==> src/rtl/ttcc_pkg.sv <==
`timescale 1ns / 1ps
`default_nettype none

package ttcc_pkg;

  // Cell command codes.
  typedef enum logic [1:0] {
    CMD_DRAW         = 2'd0,
    CMD_CLEAR_CELL   = 2'd1,
    CMD_SCROLL       = 2'd2,
    CMD_CLEAR_SCREEN = 2'd3
  } cmd_code_t;

  // Configuration register indexes.
  localparam logic [1:0] CFG_COLUMNS    = 2'd0;
  localparam logic [1:0] CFG_ROWS       = 2'd1;
  localparam logic [1:0] CFG_CLEAR_CODE = 2'd2;

  // Special characters.
  localparam logic [7:0] CH_ESC_COLOUR = 8'hFE;
  localparam logic [7:0] CH_BACKSPACE  = 8'h08;
  localparam logic [7:0] CH_NEWLINE    = 8'h0A;
  localparam logic [7:0] CH_CURSOR     = 8'h5F;

  // Register reset values.
  localparam logic [7:0] COLUMNS_RESET    = 8'd88;
  localparam logic [6:0] ROWS_RESET       = 7'd30;
  localparam logic [7:0] CLEAR_CODE_RESET = 8'd12;
  localparam logic [7:0] COLOUR_RESET     = 8'd1;

  // One cell command as held in the command buffer.
  typedef struct packed {
    cmd_code_t   command;
    logic [7:0]  glyph;
    logic [6:0]  cell_col;
    logic [5:0]  cell_row;
    logic [23:0] rgb;
  } cell_cmd_t;

  // Palette lookup; indexes without a colour give black.
  function automatic logic [23:0] pal_rgb(input logic [7:0] idx);
    logic [23:0] c;
    unique case (idx)
      8'd1:    c = 24'h989898;
      8'd2:    c = 24'hFFFFFF;
      8'd3:    c = 24'h0080FF;
      8'd4:    c = 24'h008000;
      8'd5:    c = 24'hFF5050;
      default: c = 24'h000000;
    endcase
    return c;
  endfunction

endpackage

`default_nettype wire

==> src/rtl/ttcc_char_if.sv <==
`timescale 1ns / 1ps
`default_nettype none

interface ttcc_char_if;
  logic       valid;
  logic       ready;
  logic [7:0] char_in;

  modport source (output valid, output char_in, input ready);
  modport sink   (input valid, input char_in, output ready);
endinterface

`default_nettype wire

==> src/rtl/ttcc_cmd_if.sv <==
`timescale 1ns / 1ps
`default_nettype none

interface ttcc_cmd_if;
  logic        valid;
  logic        ready;
  logic [1:0]  command;
  logic [7:0]  glyph;
  logic [6:0]  cell_col;
  logic [5:0]  cell_row;
  logic [23:0] rgb;
  logic        last;

  modport source (output valid, output command, output glyph, output cell_col,
                  output cell_row, output rgb, output last, input ready);
  modport sink   (input valid, input command, input glyph, input cell_col,
                  input cell_row, input rgb, input last, output ready);
endinterface

`default_nettype wire

==> src/rtl/text_terminal_cursor_controller.sv <==
// Character-cell terminal cursor controller.
// The chr channel takes one character byte per request. The cmd channel
// gives the cell commands that byte causes (two to four), the final one
// marked with last: erase of the underscore cursor, the byte's own work
// (glyph, cell clear, scroll, screen clear) and the cursor redraw.
// The cfg port writes columns, rows and clear_code by index; write it only
// while the block is idle.
// A byte is decoded in its accept cycle into a four-entry command buffer,
// which then drains one command per cycle, while the receiver keeps up,
// into the output register; a byte's first command is thus valid once it
// has passed through the buffer and then the output register. The input
// takes no new byte while the buffer still holds the last byte's commands.
// The next byte is accepted in the cycle the last buffered command moves
// to the output register, so bytes follow with no gap while the receiver
// keeps up. When the receiver stalls, the output register holds and the
// buffer waits.
// Reset (rst, synchronous) restores columns 88, rows 30, clear_code 12,
// the cursor to home, colour index 1 and no pending colour escape, and
// empties the buffer and the output register.
`timescale 1ns / 1ps
`default_nettype none

module text_terminal_cursor_controller #(
  parameter int MAX_COLS = 128,
  parameter int MAX_ROWS = 64
) (
  input  wire logic       clk,
  input  wire logic       rst,
  input  wire logic       cfg_wr_en,
  input  wire logic [1:0] cfg_index,
  input  wire logic [7:0] cfg_data,
  ttcc_char_if.sink       chr,
  ttcc_cmd_if.source      cmd
);

  localparam int COL_LIM = (MAX_COLS < 128) ? MAX_COLS : 128;
  localparam int ROW_LIM = (MAX_ROWS < 64) ? MAX_ROWS : 64;

  // Configuration and terminal state.
  logic [7:0] columns;
  logic [6:0] rows;
  logic [7:0] clear_code;
  logic [6:0] cursor_col;
  logic [5:0] cursor_row;
  logic [7:0] colour_index;
  logic       colour_pending;

  logic [6:0] cursor_col_next;
  logic [5:0] cursor_row_next;
  logic [7:0] colour_index_next;
  logic       colour_pending_next;

  // Command buffer.
  ttcc_pkg::cell_cmd_t cbuf [4];
  ttcc_pkg::cell_cmd_t cbuf_next [4];
  logic       buf_has;
  logic [1:0] buf_idx;
  logic [1:0] buf_cnt_m1;
  logic [1:0] buf_cnt_m1_next;

  logic out_load;
  logic buf_take;
  logic buf_done;
  logic accept;

  // Output register.
  logic                out_valid;
  ttcc_pkg::cell_cmd_t out_cmd;
  logic                out_last;

  // Effective screen size.
  logic [7:0] eff_cols;
  logic [6:0] eff_rows;

  always_comb begin
    eff_cols = (columns == 8'd0) ? 8'd1 : columns;
    if (eff_cols > 8'(COL_LIM)) begin
      eff_cols = 8'(COL_LIM);
    end
    eff_rows = (rows == 7'd0) ? 7'd1 : rows;
    if (eff_rows > 7'(ROW_LIM)) begin
      eff_rows = 7'(ROW_LIM);
    end
  end

  // Handshake between buffer, output register and input.
  assign out_load  = !out_valid || cmd.ready;
  assign buf_take  = buf_has && out_load;
  assign buf_done  = buf_take && (buf_idx == buf_cnt_m1);
  assign chr.ready = !buf_has || buf_done;
  assign accept    = chr.valid && chr.ready;

  // Decode one byte into its command list and the next state.
  always_comb begin
    ttcc_pkg::cell_cmd_t erase;
    ttcc_pkg::cell_cmd_t fin;
    ttcc_pkg::cell_cmd_t mid [2];
    logic [1:0] mid_n;
    logic [7:0] ch;
    logic       row_wrap;

    ch = chr.char_in;
    cursor_col_next     = cursor_col;
    cursor_row_next     = cursor_row;
    colour_index_next   = colour_index;
    colour_pending_next = colour_pending;
    mid_n = 2'd0;
    mid[0] = '{command: ttcc_pkg::CMD_SCROLL, glyph: 8'd0, cell_col: 7'd0,
               cell_row: 6'd0, rgb: 24'd0};
    mid[1] = mid[0];
    row_wrap = (({1'b0, cursor_row} + 7'd1) >= eff_rows);

    erase = '{command: ttcc_pkg::CMD_DRAW, glyph: ttcc_pkg::CH_CURSOR,
              cell_col: cursor_col, cell_row: cursor_row, rgb: 24'd0};

    priority if (colour_pending) begin
      colour_pending_next = 1'b0;
      colour_index_next   = ch;
    end else if (ch == ttcc_pkg::CH_BACKSPACE) begin
      if (cursor_col != 7'd0) begin
        cursor_col_next = cursor_col - 7'd1;
      end else if (cursor_row != 6'd0) begin
        cursor_row_next = cursor_row - 6'd1;
        cursor_col_next = 7'(eff_cols - 8'd1);
      end
      mid[0] = '{command: ttcc_pkg::CMD_CLEAR_CELL, glyph: 8'd0,
                 cell_col: cursor_col_next, cell_row: cursor_row_next, rgb: 24'd0};
      mid_n = 2'd1;
    end else if (ch == ttcc_pkg::CH_NEWLINE) begin
      cursor_col_next = 7'd0;
      if (row_wrap) begin
        mid_n = 2'd1;
      end else begin
        cursor_row_next = cursor_row + 6'd1;
      end
    end else if (ch == clear_code) begin
      mid[0] = '{command: ttcc_pkg::CMD_CLEAR_SCREEN, glyph: 8'd0, cell_col: 7'd0,
                 cell_row: 6'd0, rgb: 24'd0};
      mid_n = 2'd1;
      cursor_col_next = 7'd0;
      cursor_row_next = 6'd0;
    end else if (ch == ttcc_pkg::CH_ESC_COLOUR) begin
      colour_pending_next = 1'b1;
    end else begin
      mid[0] = '{command: ttcc_pkg::CMD_DRAW, glyph: ch, cell_col: cursor_col,
                 cell_row: cursor_row, rgb: ttcc_pkg::pal_rgb(colour_index)};
      mid_n = 2'd1;
      if (({1'b0, cursor_col} + 8'd1) >= eff_cols) begin
        cursor_col_next = 7'd0;
        if (row_wrap) begin
          mid_n = 2'd2;
        end else begin
          cursor_row_next = cursor_row + 6'd1;
        end
      end else begin
        cursor_col_next = cursor_col + 7'd1;
      end
    end

    fin = '{command: ttcc_pkg::CMD_DRAW, glyph: ttcc_pkg::CH_CURSOR,
            cell_col: cursor_col_next, cell_row: cursor_row_next,
            rgb: ttcc_pkg::pal_rgb(colour_index_next)};

    cbuf_next[0] = erase;
    cbuf_next[1] = (mid_n != 2'd0) ? mid[0] : fin;
    cbuf_next[2] = (mid_n == 2'd2) ? mid[1] : fin;
    cbuf_next[3] = fin;
    buf_cnt_m1_next = mid_n + 2'd1;
  end

  // Configuration registers.
  always_ff @(posedge clk) begin
    if (rst) begin
      columns    <= ttcc_pkg::COLUMNS_RESET;
      rows       <= ttcc_pkg::ROWS_RESET;
      clear_code <= ttcc_pkg::CLEAR_CODE_RESET;
    end else if (cfg_wr_en) begin
      unique case (cfg_index)
        ttcc_pkg::CFG_COLUMNS:    columns    <= cfg_data;
        ttcc_pkg::CFG_ROWS:       rows       <= cfg_data[6:0];
        ttcc_pkg::CFG_CLEAR_CODE: clear_code <= cfg_data;
        default: ;
      endcase
    end
  end

  // Terminal state advances once per accepted byte.
  always_ff @(posedge clk) begin
    if (rst) begin
      cursor_col     <= 7'd0;
      cursor_row     <= 6'd0;
      colour_index   <= ttcc_pkg::COLOUR_RESET;
      colour_pending <= 1'b0;
    end else if (accept) begin
      cursor_col     <= cursor_col_next;
      cursor_row     <= cursor_row_next;
      colour_index   <= colour_index_next;
      colour_pending <= colour_pending_next;
    end
  end

  // Command buffer control.
  always_ff @(posedge clk) begin
    if (rst) begin
      buf_has    <= 1'b0;
      buf_idx    <= 2'd0;
      buf_cnt_m1 <= 2'd1;
    end else if (accept) begin
      buf_has    <= 1'b1;
      buf_idx    <= 2'd0;
      buf_cnt_m1 <= buf_cnt_m1_next;
    end else if (buf_done) begin
      buf_has <= 1'b0;
    end else if (buf_take) begin
      buf_idx <= buf_idx + 2'd1;
    end
  end

  // Command buffer payload.
  always_ff @(posedge clk) begin
    if (accept) begin
      cbuf <= cbuf_next;
    end
  end

  // Output register.
  always_ff @(posedge clk) begin
    if (rst) begin
      out_valid <= 1'b0;
    end else if (out_load) begin
      out_valid <= buf_has;
    end
  end

  always_ff @(posedge clk) begin
    if (buf_take) begin
      out_cmd  <= cbuf[buf_idx];
      out_last <= (buf_idx == buf_cnt_m1);
    end
  end

  assign cmd.valid    = out_valid;
  assign cmd.command  = out_cmd.command;
  assign cmd.glyph    = out_cmd.glyph;
  assign cmd.cell_col = out_cmd.cell_col;
  assign cmd.cell_row = out_cmd.cell_row;
  assign cmd.rgb      = out_cmd.rgb;
  assign cmd.last     = out_last;

  // A byte always yields at least two commands.
  a_cnt_min: assert property (@(posedge clk) disable iff (rst)
    buf_has |-> (buf_cnt_m1 != 2'd0))
    else $error("command buffer holds fewer than two commands");

  // The buffer never reads past the byte's command count.
  a_idx_bound: assert property (@(posedge clk) disable iff (rst)
    buf_has |-> (buf_idx <= buf_cnt_m1))
    else $error("command buffer index past its count");

  // An accepted byte starts at the cursor erase in a filled buffer.
  a_accept_load: assert property (@(posedge clk) disable iff (rst)
    accept |=> (buf_has && (buf_idx == 2'd0) &&
                (cbuf[0].glyph == ttcc_pkg::CH_CURSOR)))
    else $error("accepted byte did not load the command buffer");

  // The final command of each byte redraws the cursor.
  a_last_cursor: assert property (@(posedge clk) disable iff (rst)
    (out_valid && out_last) |->
      ((out_cmd.command == ttcc_pkg::CMD_DRAW) &&
       (out_cmd.glyph == ttcc_pkg::CH_CURSOR)))
    else $error("final command is not a cursor redraw");

endmodule

`default_nettype wire
==> src/flat_wrapper.sv <==
// flat-port wrapper written by rule: the top's interface ports become plain ports
module text_terminal_cursor_controller_flat 
#(
  parameter int MAX_COLS = 128,
  parameter int MAX_ROWS = 64
)
  (clk, rst, cfg_wr_en, cfg_index, cfg_data, chr_valid, chr_char_in, chr_ready, cmd_valid, cmd_command, cmd_glyph, cmd_cell_col, cmd_cell_row, cmd_rgb, cmd_last, cmd_ready);
  ttcc_char_if chr_i ();
  ttcc_cmd_if cmd_i ();
  input  wire logic clk;
  input  wire logic rst;
  input  wire logic cfg_wr_en;
  input  wire logic [1:0] cfg_index;
  input  wire logic [7:0] cfg_data;
  input wire logic [$bits(chr_i.valid)-1:0] chr_valid;
  input wire logic [$bits(chr_i.char_in)-1:0] chr_char_in;
  output wire logic [$bits(chr_i.ready)-1:0] chr_ready;
  output wire logic [$bits(cmd_i.valid)-1:0] cmd_valid;
  output wire logic [$bits(cmd_i.command)-1:0] cmd_command;
  output wire logic [$bits(cmd_i.glyph)-1:0] cmd_glyph;
  output wire logic [$bits(cmd_i.cell_col)-1:0] cmd_cell_col;
  output wire logic [$bits(cmd_i.cell_row)-1:0] cmd_cell_row;
  output wire logic [$bits(cmd_i.rgb)-1:0] cmd_rgb;
  output wire logic [$bits(cmd_i.last)-1:0] cmd_last;
  input wire logic [$bits(cmd_i.ready)-1:0] cmd_ready;
  assign chr_i.valid = chr_valid;
  assign chr_i.char_in = chr_char_in;
  assign chr_ready = chr_i.ready;
  assign cmd_valid = cmd_i.valid;
  assign cmd_command = cmd_i.command;
  assign cmd_glyph = cmd_i.glyph;
  assign cmd_cell_col = cmd_i.cell_col;
  assign cmd_cell_row = cmd_i.cell_row;
  assign cmd_rgb = cmd_i.rgb;
  assign cmd_last = cmd_i.last;
  assign cmd_i.ready = cmd_ready;
  text_terminal_cursor_controller #(.MAX_COLS(MAX_COLS), .MAX_ROWS(MAX_ROWS)) u_core (.clk(clk), .rst(rst), .cfg_wr_en(cfg_wr_en), .cfg_index(cfg_index), .cfg_data(cfg_data), .chr(chr_i), .cmd(cmd_i));
endmodule
==> config.mk <==
export PLATFORM = sky130hd
export DESIGN_NAME = text_terminal_cursor_controller_flat
export DESIGN_NICKNAME = d
export VERILOG_FILES = /design/src/rtl/ttcc_pkg.sv /design/src/rtl/ttcc_char_if.sv /design/src/rtl/ttcc_cmd_if.sv /design/src/rtl/text_terminal_cursor_controller.sv /design/src/flat_wrapper.sv
export SDC_FILE = /design/constraint.sdc
export NUM_CORES = 1
export LEC_CHECK = 0
export BUFFER_PORTS_ARGS = -buffer_cell sky130_fd_sc_hd__buf_2
export CORE_ASPECT_RATIO = 1.1
export CORE_UTILIZATION = 40
export DETAILED_ROUTE_END_ITERATION = 8
export GPL_TIMING_DRIVEN = 0
export PLACE_DENSITY = 0.58
export SYNTH_ARGS = -nofsm -noshare
export SYNTH_HDL_FRONTEND = slang
export SYNTH_SLANG_ARGS = --single-unit
==> constraint.sdc <==
create_clock -name clk -period 4.9 [get_ports clk]
set_clock_uncertainty 0.15 [all_clocks]
set_input_delay 0.49 -clock clk [delete_from_list [all_inputs] [get_ports clk]]
set_output_delay 0.49 -clock clk [all_outputs]
set_load 0.02 [all_outputs]
# Word-level counts from Yosys, hierarchy flattened
# Cells that the tools add are included.
[totals]
reg_bits = 243
in_bits = 23
out_inout_bits = 50
word_cells = 139
[op_classes]
n_addsub = 9
order_cmp = 5
eq_ne = 18
n_mux = 49
bitwise_logic = 3
reduce_logical = 21
[op_table]
columns = ["operator", "n"]
rows = [
  ["$mux 47", 8],
  ["$pmux 24 s5", 2],
  ["$bmux 47 s2", 1],
  ["$mux 7", 10],
  ["$mux 6", 9],
  ["$mux 37", 1],
  ["$eq 8x2->1 const B", 4],
  ["$eq 8x3->1 const B", 4],
  ["$mux 8", 3],
  ["$eq 8x1->1 const B", 2],
  ["$eq 8x4->1 const B", 2],
  ["$mux 2", 7],
  ["$sub 7x1->7 const B", 2],
  ["$add 7x1->8 const B", 1],
  ["$eq 8x8->1", 1],
  ["$eq 8x8->1 const B", 1],
  ["$ge 8x8->1", 1],
  ["$gt 8x8->1 const B", 1],
  ["$logic_not 8->1", 1],
  ["$mux 1", 8],
  ["$reduce_and 2->1", 4],
  ["$add 6x1->7 const B", 1],
  ["$add 7x1->7 const B", 1],
  ["$ge 7x7->1", 1],
  ["20 further kinds", 29],
]

# Longest topological paths before layout
[depth]
depth_word = 15
mapped_depth = 21
ltp_nobuf = 19

# Least setup slack after synthesis
# OpenSTA, ideal clock, no wires.
[synth_path]
path_kind = "reg-to-reg"
start = "register u_core.cursor_row[0]"
end = "register u_core.cbuf[127] (netlist name), data pin"
setup_ns = 0.129
t_arrival_ns = 4.427
required_time_ns = 4.621
path_slack_ns = 0.194
path_stages_with_launch = 22
path_buffers = 4
synth_period_minus_slack_ns = 4.706
path_cell_list = "dfxtp_1 > clkbuf_1 > inv_1 > nor3_1 > xor2_1 > ha_1 > a21oi_1 > a21boi_0 > a211oi_1 > clkbuf_1 > o21ai_0 > a22oi_1 > nand2_1 > ha_1 > clkbuf_1 > nor2_1 > nand3_1 > o21ai_1 > clkbuf_1 > o31ai_1 > a21oi_1 > a21o_1"
[synth_rtl]
columns = ["element", "line_no", "text"]
rows = [
  ["from (decl)", "text_terminal_cursor_controller.sv:44", "logic [5:0] cursor_row;"],
  ["from (signal assigned)", "text_terminal_cursor_controller.sv:196", "cursor_row <= cursor_row_next;"],
  ["to (signal assigned)", "text_terminal_cursor_controller.sv:222", "cbuf <= cbuf_next;"],
  ["to (decl)", "text_terminal_cursor_controller.sv:54", "ttcc_pkg::cell_cmd_t cbuf [4];"],
]

==> results.json <==
{
  "status": "completed",
  "clkTransAtPathRegs_ns": 0.08,
  "setup_viol": 0,
  "p_leak_nw": 4.26,
  "hp-start": "cfg_data[3]",
  "hold_end": "u_core.columns[3]$_SDFFE_PP1P_",
  "synth_edf_count": 124,
  "post_synth.cell_area_avg_um2": 10.5,
  "cp_slowest_cell": "dfxtp_1",
  "ys_seq_area_share_pct": 50.4,
  "hold_buffers": 0,
  "gp_congestion": 0.945,
  "grt_antenna_before_repair": 0,
  "ant_nets": 0,
  "cpPeakStageDelay_ns": 0.44,
  "insertion_delay_ns": 0.45,
  "rr_startpoint": "u_core.cursor_col[2]$_SDFFE_PP0P_",
  "tightest_slew_ns": 0.916,
  "max-slew-margin-rel_pct": 38.9,
  "r2r_cells": 18,
  "cp_num_buf_inv": 2,
  "r2r_end": "u_core.cbuf[121]$_DFFE_PP_",
  "path_cells": "clkbuf_2 > and3_1 > nand3_1 > xnor2_1 > ha_1 > or3_1 > a21oi_4 > nand2b_1 > o21ai_0 > a22oi_1 > nand2_1 > ha_4 > nor2_2 > nand3_1 > o21ai_4 > clkbuf_8 > a21boi_0 > o211ai_1",
  "grt_setup_unrepaired": "false",
  "die-area_mm2": 0.0242,
  "cp_top_family": "simple AND/OR/NAND/NOR gates",
  "grt_use_total_pct": 21.9,
  "end_kind": "flop",
  "tns_ns": 0,
  "cts_root_buf": "clkbuf_16",
  "period_needed_ns": 4.68,
  "first_pass_iters": 5,
  "crit_cells": 18,
  "core-area_mm2": 0.0230,
  "peakVddDrop_mv": 0.230,
  "drc_errors": 0,
  "rows": 58,
  "n_antenna_cell": 0,
  "syn_area_mm2": 0.00942,
  "layout.nets": 1034,
  "pin_count": 73,
  "min_delay_path_depth": 2,
  "synth_nets": 945,
  "area_delta_synth_final_pct": 15.6,
  "required_ns": 5.00,
  "clock_sinks": 175,
  "power_per_cell_area_mw_per_mm2": 340,
  "die_x_um": 148,
  "r2r_setup_slack_ns": 0.22,
  "cts_tree": "yes",
  "cap_viol_max_count": 0,
  "layout_common_cells": "edfxtp_1 (124), nor2_1 (92), nand2_1 (83)",
  "gr-total-overflow": 0,
  "critPathArrivalTime_ns": 4.78,
  "clk_path_buf_depth": 2,
  "num_vias": 7486,
  "worst_slack_ns": 0.221,
  "holdCritPathClass": "input port to flop",
  "dp_hpwl_um": 18600,
  "synth-seq-cells": 175,
  "fin_crit_sh_pct": 95.5,
  "final_layout_size_suffix_gt1_share_pct": 19.3,
  "routed_wl_um": 25700,
  "grt_max_degree": 99,
  "place_ws_ns": -1.90,
  "hold_viol": 0,
  "synth.distinct_cells": 75,
  "synth_ff_type": "edfxtp_1",
  "first_global_vias": 6903,
  "ys_async_sr_fraction_pct": 0,
  "cp-start-kind": "flop",
  "clock.fmax_mhz": 214,
  "fp.dieH_um": 163,
  "grt_first_pass_wirelength_um": 39700,
  "viasPerCell": 5.75,
  "h-tree-depth": 4,
  "drv_slew": 0,
  "io_buffers": 71,
  "hold_slack_ns": 0.108,
  "cp_common_cell": "nand3_1",
  "layout_commonest_cell": "edfxtp_1",
  "yosysWarnings": 0,
  "synthesis.instances": 899,
  "drt_iter0_markers": 734,
  "numCtsBuffers": 17,
  "worst-path-max-fanout": 10,
  "wire_per_inst_um": 19.8,
  "start_util_pct": 41.0,
  "worst-setup-path-type": "flop to flop"
}
[area by class of cell]
class	instances	area (µm²)
Clock inverter	15	193
Clock buffer	17	425
Sequential cell	175	4750
Multi-Input combinational cell	629	4320
Fill cell	2155	12100
Inverter	26	103
Buffer	66	344
Timing Repair Buffer	73	383
Tap cell	300	375
[worst max-delay path by stage]
stage | from | endpoint | slack (ns)
6_report | u_core.cursor_col[2]$_SDFFE_PP0P_ | u_core.cbuf[121]$_DFFE_PP_ | 0.22
5_1_grt | u_core.cursor_row[3]$_SDFFE_PP0P_ | u_core.cbuf[121]$_DFFE_PP_ | 0.009
4_1_cts | u_core.cursor_row[0]$_SDFFE_PP0P_ | u_core.cbuf[127]$_DFFE_PP_ | 0.07
3_5_place_dp | u_core.cursor_row[0]$_SDFFE_PP0P_ | u_core.cbuf[127]$_DFFE_PP_ | -1.90
3_3_place_gp | u_core.cursor_row[0]$_SDFFE_PP0P_ | u_core.cbuf[127]$_DFFE_PP_ | -2.01
2_1_floorplan | u_core.cursor_row[0]$_SDFFE_PP0P_ | u_core.cbuf[127]$_DFFE_PP_ | 0.19
[cell families (layout without fill, tap and decap cells)]
kind of cell	Yosys count	after routing	share of synthesized area (%)
simple gates	314	314	16.3
compound gates	211	211	15.6
flops	175	175	50.4
buf+inv	95	197	4.56
mux	51	51	7.32
xor+xnor	30	30	2.79
fa+ha+maj	23	23	3.05
[cell usage after synthesis, drive strengths merged, types with 8 or more instances]
library cell / count / area, µm²
a211o: 13 / 114
a211oi: 12 / 90.1
a21o: 8 / 60.1
a21oi: 45 / 229
a22o: 14 / 123
a31oi: 10 / 62.6
and2: 18 / 113
buf: 30 / 185
clkbuf: 39 / 146
dfxtp: 51 / 1020
edfxtp: 124 / 3720
ha: 23 / 288
inv: 25 / 93.8
mux2: 13 / 146
mux2i: 25 / 250
mux4: 13 / 293
nand2: 84 / 318
nand2b: 13 / 81.3
nand3: 17 / 85.1
nor2: 93 / 349
nor2b: 13 / 81.3
nor3: 27 / 151
o211ai: 14 / 105
o21a: 14 / 106
o21ai: 31 / 159
or3: 8 / 50.1
xnor2: 13 / 114
xor2: 17 / 149
[metrics by stage]
step	area, µm²	power [W]	cells	utilization [%]
final	10900	0.00370	1301	47.4
after global routing	10900	0.00383	1301	47.4
after CTS	10900	0.00372	1302	47.2
after detailed placement	10200	0.00232	1271	44.3
after global placement	10200	0.00231	1270	44.1
after floorplan	9420	0.00215	899	-
[routing by layer]
layer | GRT usage, % | vias to the layer above | wire, µm
li1 | - | 3519 | -
met1 | 30.5 | 3586 | 11600
met2 | 33.8 | 333 | 11800
met3 | 3.84 | 48 | 1660
met4 | 8.29 | 0 | 697
met5 | 0 | - | 0
[sequential cells by signal, summed over array words and instances, names as in the netlist]
name                   cells
u_core.colour_index        8
u_core.columns             8
u_core.cmd.cell_col        7
u_core.rows                7
u_core.cmd.rgb             9
u_core.cbuf               91
u_core.cmd.last            1
u_core.cmd.glyph           8
u_core.clear_code          8
u_core.cursor_col          7
u_core.buf_has             1
u_core.cmd.command         2
u_core.buf_cnt_m1          2
u_core.cmd.valid           1
u_core.cmd.cell_row        6
u_core.cursor_row          6
u_core.colour_pending      1
u_core.buf_idx             2
[power breakdown]
part / internal [W] / switching [W]
clock network: 0.000704 / 0.000706
registers: 0.00171 / 0.0000450
logic: 0.000198 / 0.000340
total: 0.00261 / 0.00109
[timing repair]
action	CTS	global route
setup endpoints to repair	56	31
pin swaps	1	0
gates resized for setup	21	11
setup buffers	1	0
Note: power is estimated with default switching activity, not from simulation.
